--- src/hw/rtl/ofsp_pkg.sv ---
// ----------------------------------------------------------------------------
// ofsp_pkg
// types, codes and constants of the object file section parser
// ----------------------------------------------------------------------------
package ofsp_pkg;

  localparam logic [15:0] TAG_CODE   = 16'hCADE;
  localparam logic [15:0] TAG_DATA   = 16'hDADA;
  localparam logic [15:0] TAG_SYMBOL = 16'hC3B7;

  localparam int QUEUE_DEPTH = 4;

  typedef enum logic [1:0] {
    KIND_CODE    = 2'd0,
    KIND_DATA    = 2'd1,
    KIND_LABEL   = 2'd2,
    KIND_UNKNOWN = 2'd3
  } kind_t;

  typedef enum logic [2:0] {
    PH_TAG_HI   = 3'd0,
    PH_TAG_LO   = 3'd1,
    PH_ADDR_HI  = 3'd2,
    PH_ADDR_LO  = 3'd3,
    PH_COUNT_HI = 3'd4,
    PH_COUNT_LO = 3'd5,
    PH_BODY     = 3'd6,
    PH_WORD_LO  = 3'd7
  } phase_t;

  typedef struct packed {
    kind_t       kind;
    logic [15:0] target_address;
    logic [15:0] value;
    logic        label_end;
  } result_t;

endpackage

--- src/hw/rtl/ofsp_front.sv ---
// ----------------------------------------------------------------------------
// ofsp_front
// byte parser: tracks the section header and body, builds result records
// ----------------------------------------------------------------------------
module ofsp_front (
  input  logic             clk,
  input  logic             rst,
  input  logic             accept,
  input  logic [7:0]       in_byte,
  output logic             push,
  output ofsp_pkg::result_t result
);
  import ofsp_pkg::*;

  phase_t      phase, phase_next;
  logic [7:0]  hold, hold_next;
  logic [15:0] tag, tag_next;
  logic [15:0] addr, addr_next;
  logic [15:0] count, count_next;

  logic [15:0] word;
  logic        is_word;
  logic        last_one;

  assign word     = {hold, in_byte};
  assign is_word  = (tag == TAG_CODE) || (tag == TAG_DATA);
  assign last_one = (count == 16'd1);

  always_ff @(posedge clk) begin
    if (rst) begin
      phase <= PH_TAG_HI;
      hold  <= '0;
      tag   <= '0;
      addr  <= '0;
      count <= '0;
    end else begin
      phase <= phase_next;
      hold  <= hold_next;
      tag   <= tag_next;
      addr  <= addr_next;
      count <= count_next;
    end
  end

  always_comb begin
    phase_next = phase;
    hold_next  = hold;
    tag_next   = tag;
    addr_next  = addr;
    count_next = count;
    push       = 1'b0;
    result     = '{kind: KIND_UNKNOWN, target_address: addr, value: tag, label_end: 1'b0};
    if (accept) begin
      unique case (phase)
        PH_TAG_HI, PH_ADDR_HI, PH_COUNT_HI: begin
          hold_next  = in_byte;
          phase_next = phase_t'(phase + 3'd1);
        end
        PH_TAG_LO: begin
          tag_next   = word;
          phase_next = PH_ADDR_HI;
        end
        PH_ADDR_LO: begin
          addr_next  = word;
          phase_next = PH_COUNT_HI;
        end
        PH_COUNT_LO: begin
          count_next = word;
          if (is_word || tag == TAG_SYMBOL) begin
            phase_next = (word == 16'd0) ? PH_TAG_HI : PH_BODY;
          end else begin
            // unknown tag: report it and start over on the next header
            phase_next = PH_TAG_HI;
            push       = 1'b1;
          end
        end
        PH_BODY: begin
          if (is_word) begin
            hold_next  = in_byte;
            phase_next = PH_WORD_LO;
          end else begin
            count_next = count - 16'd1;
            phase_next = last_one ? PH_TAG_HI : PH_BODY;
            push       = 1'b1;
            result     = '{kind: KIND_LABEL, target_address: addr,
                           value: {8'd0, in_byte}, label_end: last_one};
          end
        end
        PH_WORD_LO: begin
          addr_next  = addr + 16'd1;
          count_next = count - 16'd1;
          phase_next = last_one ? PH_TAG_HI : PH_BODY;
          push       = 1'b1;
          result     = '{kind: (tag == TAG_CODE) ? KIND_CODE : KIND_DATA,
                         target_address: addr, value: word, label_end: 1'b0};
        end
        default: phase_next = PH_TAG_HI;
      endcase
    end
  end

endmodule

--- src/hw/rtl/ofsp_queue.sv ---
// ----------------------------------------------------------------------------
// ofsp_queue
// short result queue between the parser and the output stage
// ----------------------------------------------------------------------------
module ofsp_queue #(
  parameter int DEPTH = ofsp_pkg::QUEUE_DEPTH
) (
  input  logic              clk,
  input  logic              rst,
  input  logic              push,
  input  ofsp_pkg::result_t push_data,
  input  logic              pop,
  output ofsp_pkg::result_t head,
  output logic              empty,
  output logic              full
);
  import ofsp_pkg::*;

  localparam int PTR_W = (DEPTH > 1) ? $clog2(DEPTH) : 1;
  localparam int CNT_W = $clog2(DEPTH + 1);

  result_t            slots [DEPTH];
  logic [PTR_W-1:0]   wr_ptr, rd_ptr;
  logic [CNT_W-1:0]   fill;

  logic do_push, do_pop;

  assign empty   = (fill == '0);
  assign full    = (fill == CNT_W'(DEPTH));
  assign do_push = push && !full;
  assign do_pop  = pop && !empty;
  assign head    = slots[rd_ptr];

  always_ff @(posedge clk) begin
    if (do_push) begin
      slots[wr_ptr] <= push_data;
    end
  end

  always_ff @(posedge clk) begin
    if (rst) begin
      wr_ptr <= '0;
      rd_ptr <= '0;
      fill   <= '0;
    end else begin
      if (do_push) begin
        wr_ptr <= (wr_ptr == PTR_W'(DEPTH - 1)) ? '0 : wr_ptr + 1'b1;
      end
      if (do_pop) begin
        rd_ptr <= (rd_ptr == PTR_W'(DEPTH - 1)) ? '0 : rd_ptr + 1'b1;
      end
      if (do_push && !do_pop) begin
        fill <= fill + 1'b1;
      end else if (do_pop && !do_push) begin
        fill <= fill - 1'b1;
      end
    end
  end

endmodule

--- src/hw/rtl/ofsp_back.sv ---
// ----------------------------------------------------------------------------
// ofsp_back
// output register: takes records from the queue and drives the master side
// ----------------------------------------------------------------------------
module ofsp_back (
  input  logic              clk,
  input  logic              rst,
  input  ofsp_pkg::result_t head,
  input  logic              empty,
  output logic              pop,
  output logic              m_tvalid,
  input  logic              m_tready,
  output logic [31:0]       m_tdata,
  output logic [1:0]        m_tuser,
  output logic              m_tlast
);
  import ofsp_pkg::*;

  result_t held;

  // refill whenever the queue holds a record and the register is free or being emptied this cycle
  assign pop = !empty && (!m_tvalid || m_tready);

  always_ff @(posedge clk) begin
    if (rst) begin
      m_tvalid <= 1'b0;
    end else if (!m_tvalid || m_tready) begin
      m_tvalid <= !empty;
    end
  end

  always_ff @(posedge clk) begin
    if (pop) begin
      held <= head;
    end
  end

  assign m_tdata = {held.value, held.target_address};
  assign m_tuser = held.kind;
  assign m_tlast = held.label_end;

endmodule

--- src/hw/rtl/object_file_section_parser_core.sv ---
// ----------------------------------------------------------------------------
// object_file_section_parser_core
// object file byte stream parser with decoupled parse and output stages
// ----------------------------------------------------------------------------
// slave side takes one stream byte per transaction in s_tdata[7:0]. each
// section header (tag, address, count; 16-bit big-endian words) is parsed
// and the body turns into results on the master side: code or data word
// writes, label characters (tlast on the last one) or one unknown-tag record.
// throughput: one byte per cycle while s_tready is high; the parser updates its state on every byte taken.
// a result is queued at the edge that takes the byte completing it and is
// then loaded into the output register, which drives m_tvalid, once that
// register is free.
// reset clears the parser, empties the queue and drops m_tvalid; the next
// byte is taken as the start of a header.
// when the receiver stalls, results pile up in the QUEUE_DEPTH entry queue
// plus the output register; s_tready falls once the queue is full and rises
// again as soon as an entry drains.
// ----------------------------------------------------------------------------
module object_file_section_parser_core #(
  parameter int QUEUE_DEPTH = ofsp_pkg::QUEUE_DEPTH
) (
  input  logic        clk,
  input  logic        rst,
  input  logic        s_tvalid,
  output logic        s_tready,
  input  logic [7:0]  s_tdata,   // [7:0] in_byte
  output logic        m_tvalid,
  input  logic        m_tready,
  output logic [31:0] m_tdata,   // [15:0] target_address, [31:16] value
  output logic [1:0]  m_tuser,   // [1:0] kind
  output logic        m_tlast    // label_end
);
  import ofsp_pkg::*;

  logic    accept;
  logic    push, pop, q_empty, q_full;
  result_t front_result, q_head;

  assign s_tready = !q_full;
  assign accept   = s_tvalid && s_tready;

  ofsp_front u_front (
    .clk     (clk),
    .rst     (rst),
    .accept  (accept),
    .in_byte (s_tdata),
    .push    (push),
    .result  (front_result)
  );

  ofsp_queue #(
    .DEPTH (QUEUE_DEPTH)
  ) u_queue (
    .clk       (clk),
    .rst       (rst),
    .push      (push),
    .push_data (front_result),
    .pop       (pop),
    .head      (q_head),
    .empty     (q_empty),
    .full      (q_full)
  );

  ofsp_back u_back (
    .clk      (clk),
    .rst      (rst),
    .head     (q_head),
    .empty    (q_empty),
    .pop      (pop),
    .m_tvalid (m_tvalid),
    .m_tready (m_tready),
    .m_tdata  (m_tdata),
    .m_tuser  (m_tuser),
    .m_tlast  (m_tlast)
  );

endmodule

--- config.mk ---
export PLATFORM = sky130hd
export DESIGN_NAME = object_file_section_parser_core
export DESIGN_NICKNAME = d
export VERILOG_FILES = /design/src/hw/rtl/ofsp_pkg.sv /design/src/hw/rtl/ofsp_front.sv /design/src/hw/rtl/ofsp_queue.sv /design/src/hw/rtl/ofsp_back.sv /design/src/hw/rtl/object_file_section_parser_core.sv
export SDC_FILE = /design/constraint.sdc
export NUM_CORES = 1
export LEC_CHECK = 0
export BUFFER_PORTS_ARGS = -buffer_cell sky130_fd_sc_hd__buf_2
export CAP_MARGIN = 10
export CORE_UTILIZATION = 50
export DETAILED_ROUTE_END_ITERATION = 10
export PLACE_DENSITY = 0.63
export SETUP_SLACK_MARGIN = 0.15
export SKIP_LAST_GASP = 1
export SYNTH_ARGS = -nofsm -noshare
export SYNTH_HDL_FRONTEND = slang
export SYNTH_SLANG_ARGS = --single-unit
--- constraint.sdc ---
create_clock -name clk -period 7.61 [get_ports clk]
set_clock_uncertainty 0.15 [all_clocks]
set_input_delay 0 -clock clk [delete_from_list [all_inputs] [get_ports clk]]
set_output_delay 0 -clock clk [all_outputs]
set_load 0.01 [all_outputs]
==> results by group <==
Outcome
  – Status: completed

Power and ir drop
  – Pwr Total: 3.828 mW
  – Leakage power: 3.997 nW
  – Total power per unit cell area: 327.5 nW/um2
  – Peak supply drop: 0.0001550 V

Global routing
  – GR Overflow Total: 0
  – Antenna violations before repair: 0
  – Vias in the first global route: 6100
  – Largest net degree at the start of global routing: 78
  – Global-route wire length before repair: 33620 um
  – Global-route usage over all layers: 21.64%

Worst setup path
  – Crit path from: u_front.phase[2]
  – Worst setup path class: reg -> reg
  – Reg-to-reg startpoint: u_front.phase[2]
  – Worst Path Arrival: 4.68 ns
  – CP max FO: 32
  – Crit path required time: 7.64 ns
  – Worst Setup Start Kind: flop
  – Critical Path End Type: flop

Layout
  – Commonest non-fill, non-tap cell in the layout: edfxtp_1
  – Final Core Density: 59.29%
  – Number of antenna diodes: 0
  – Share of layout cells above drive strength 1: 18.77%
  – Area delta synth->final: 14.92%
  – Layout Cells excl Fill: 1075
  – Nets@finish: 818
  – Most frequent cells in the layout: edfxtp_1, dfxtp_1, a21oi_1

Route
  – Drc violations: 0
  – DR WL/cell: 20.47 um
  – TritonRoute pass-1 iters: 5
  – Final ANT Viol Nets: 0
  – Via count of the routed design: 6364
  – Initial DRC Count: 465
  – Vias per cell: 5.920
  – DRT Wirelength: 22010 um

Synth
  – Yosys Warn Count: 0
  – Post-Syn Area: 10170 um2
  – Syn avg cell area: 13.80 um2
  – Post-synthesis async set-or-reset flop share: 0%
  – Register area share after synthesis: 64.84%
  – Number of flops mapped to enable cells by yosys: 175
  – Yosys reg bits: 242
  – Synth Instances: 737
  – Synth unique cells: 65
  – Syn nets: 765
  – Synth Flop Type: edfxtp_1

Clock tree
  – Clk sinks: 242
  – Bufs on Longest Clock Path: 3
  – CTS tree: done
  – H-tree depth: 1
  – Clock transition at path regs: 0.06 ns
  – Clk root buf: clkbuf_16
  – Clk_lat worst skew: 0.52 ns
  – TritonCTS Buffers: 26

Worst hold path
  – Worst hold start: m_tready
  – HP Class: in -> reg

Timing
  – Final worst slack: 2.962 ns
  – Slew HR: 19.60%
  – Final Hold Viols: 0
  – Worst-Margin Slew: 1.200 ns
  – RSZ-0062 raised after global routing: no
  – Setup TNS: 0 ns
  – Final min period: 4.648 ns
  – Fmax: 0.2151 GHz
  – Pins over their slew limit: 0
  – Period utilisation layout: 61.08%
  – Final setup violating endpoints: 0

Placed design
  – Placed Instances: 1015
  – PortBufs: 48
  – Detailed-placement wirelength estimate: 13890 um
  – Post-place setup slack: 2.998 ns
  – RD Place Congestion: 0.8273

Floorplanning
  – Die Height: 144.6 um
  – Die Span X: 144.6 um
  – Row Count: 51
  – Core Footprint: 19720 um2
  – Die ar.: 20920 um2
  – Starting Density: 51.60%
  – # IOs: 49

Flow run
  – Maxcap violations: 0
## path summary, 6_finish.rpt
check                                             to  slack (ns)  cells past startpoint
worst max-delay path            u_queue.slots[2][20]        2.96                      6
worst min-delay path                 u_back.m_tvalid        0.19                      5
worst max register to register  u_queue.slots[2][20]        2.96                      6
worst min register to register       u_front.tag[15]        0.33                      2
## worst max-delay path, stage by stage, from the launching register on
cell and delay (ns):
dfxtp_1 0.57, ha_1 0.96, inv_1 0.61, a311oi_4 0.62, a41oi_4 0.16, nor2b_2 0.77
buf_4 0.45
## repair_timing
action | in CTS | in global routing
hold buffers | 11 | 0
hold endpoints to repair | 73 | 0
gates resized for setup | 0 | 0
buffers inserted | 0 | 0
## flip-flops by register name (all words and copies together) (netlist names)
register	cells
u_front.count	16
u_front.hold	8
u_queue.rd_ptr	2
u_queue.slots	140
u_queue.fill	3
u_front.phase	3
u_front.tag	16
u_back.m_tvalid	1
u_front.addr	16
u_back.m_tlast	1
u_back.m_tuser	2
u_queue.wr_ptr	2
u_back.m_tdata	32
## metrics by stage
stage / area, um2 / hold WS [ns]
after floorplan: 10170 / -0.006057
after global placement: 10650 / 0.1549
after detailed placement: 10650 / 0.1711
after CTS: 11680 / 0.1716
after global routing: 11690 / 0.2258
final: 11690 / 0.1920
## synth_stat cells, types with 5 or more instances
master	number	area share [%]
a21o_1	7	0.52
a211oi_1	6	0.44
a22o_1	19	1.6
nor3_1	10	0.49
mux4_2	35	7.7
dfxtp_1	67	13
nor4_1	7	0.43
a21oi_1	60	3.0
nand3_1	30	1.5
clkbuf_1	27	1.0
a31oi_1	6	0.37
ha_1	15	1.8
nand2b_1	21	1.3
buf_2	12	0.59
nand2_1	54	2.0
nand4_1	6	0.37
nor2b_1	11	0.68
mux2i_1	14	1.4
inv_1	15	0.55
nor2_1	39	1.4
o21ai_1	5	0.25
edfxtp_1	175	52
o21ai_0	29	1.4
## power by group
group,switching (mW),leakage (nW),internal [mW],total [mW]
combinational,0.408,1.31,0.330,0.739
sequential,0.131,2.24,1.63,1.76
clock,0.494,0.445,0.839,1.33
total,1.03,4.00,2.79,3.83
## layer usage
layer / part of all wire, % / routed length (um) / track usage [%] / vias to the layer above
li1: - / - / - / 2934
met1: 44 / 9768 / 29.69 / 3187
met2: 47 / 10440 / 34.97 / 202
met3: 5.3 / 1159 / 3.179 / 41
met4: 2.9 / 640 / 8.089 / 0
met5: 0 / 0 / 0 / -
## cell type report
type / count / area (um2)
clock inverters: 12 / 190.2
repair buffers: 68 / 421.7
flip-flops and latches: 242 / 6600
inverters: 15 / 56.30
clock buffers: 36 / 729.5
multi-input cells: 437 / 3362
well taps: 265 / 331.6
fillers: 1475 / 8026
## cell families after synthesis
family / Yosys count / synth area share [%]
fa+ha+maj: 16 / 2.042
flops: 242 / 64.84
simple gates: 210 / 11.07
xor+xnor: 3 / 0.2583
mux: 53 / 9.568
compound gates: 155 / 9.864
buf+inv: 58 / 2.361
Note: power is estimated with default switching activity, not from simulation.
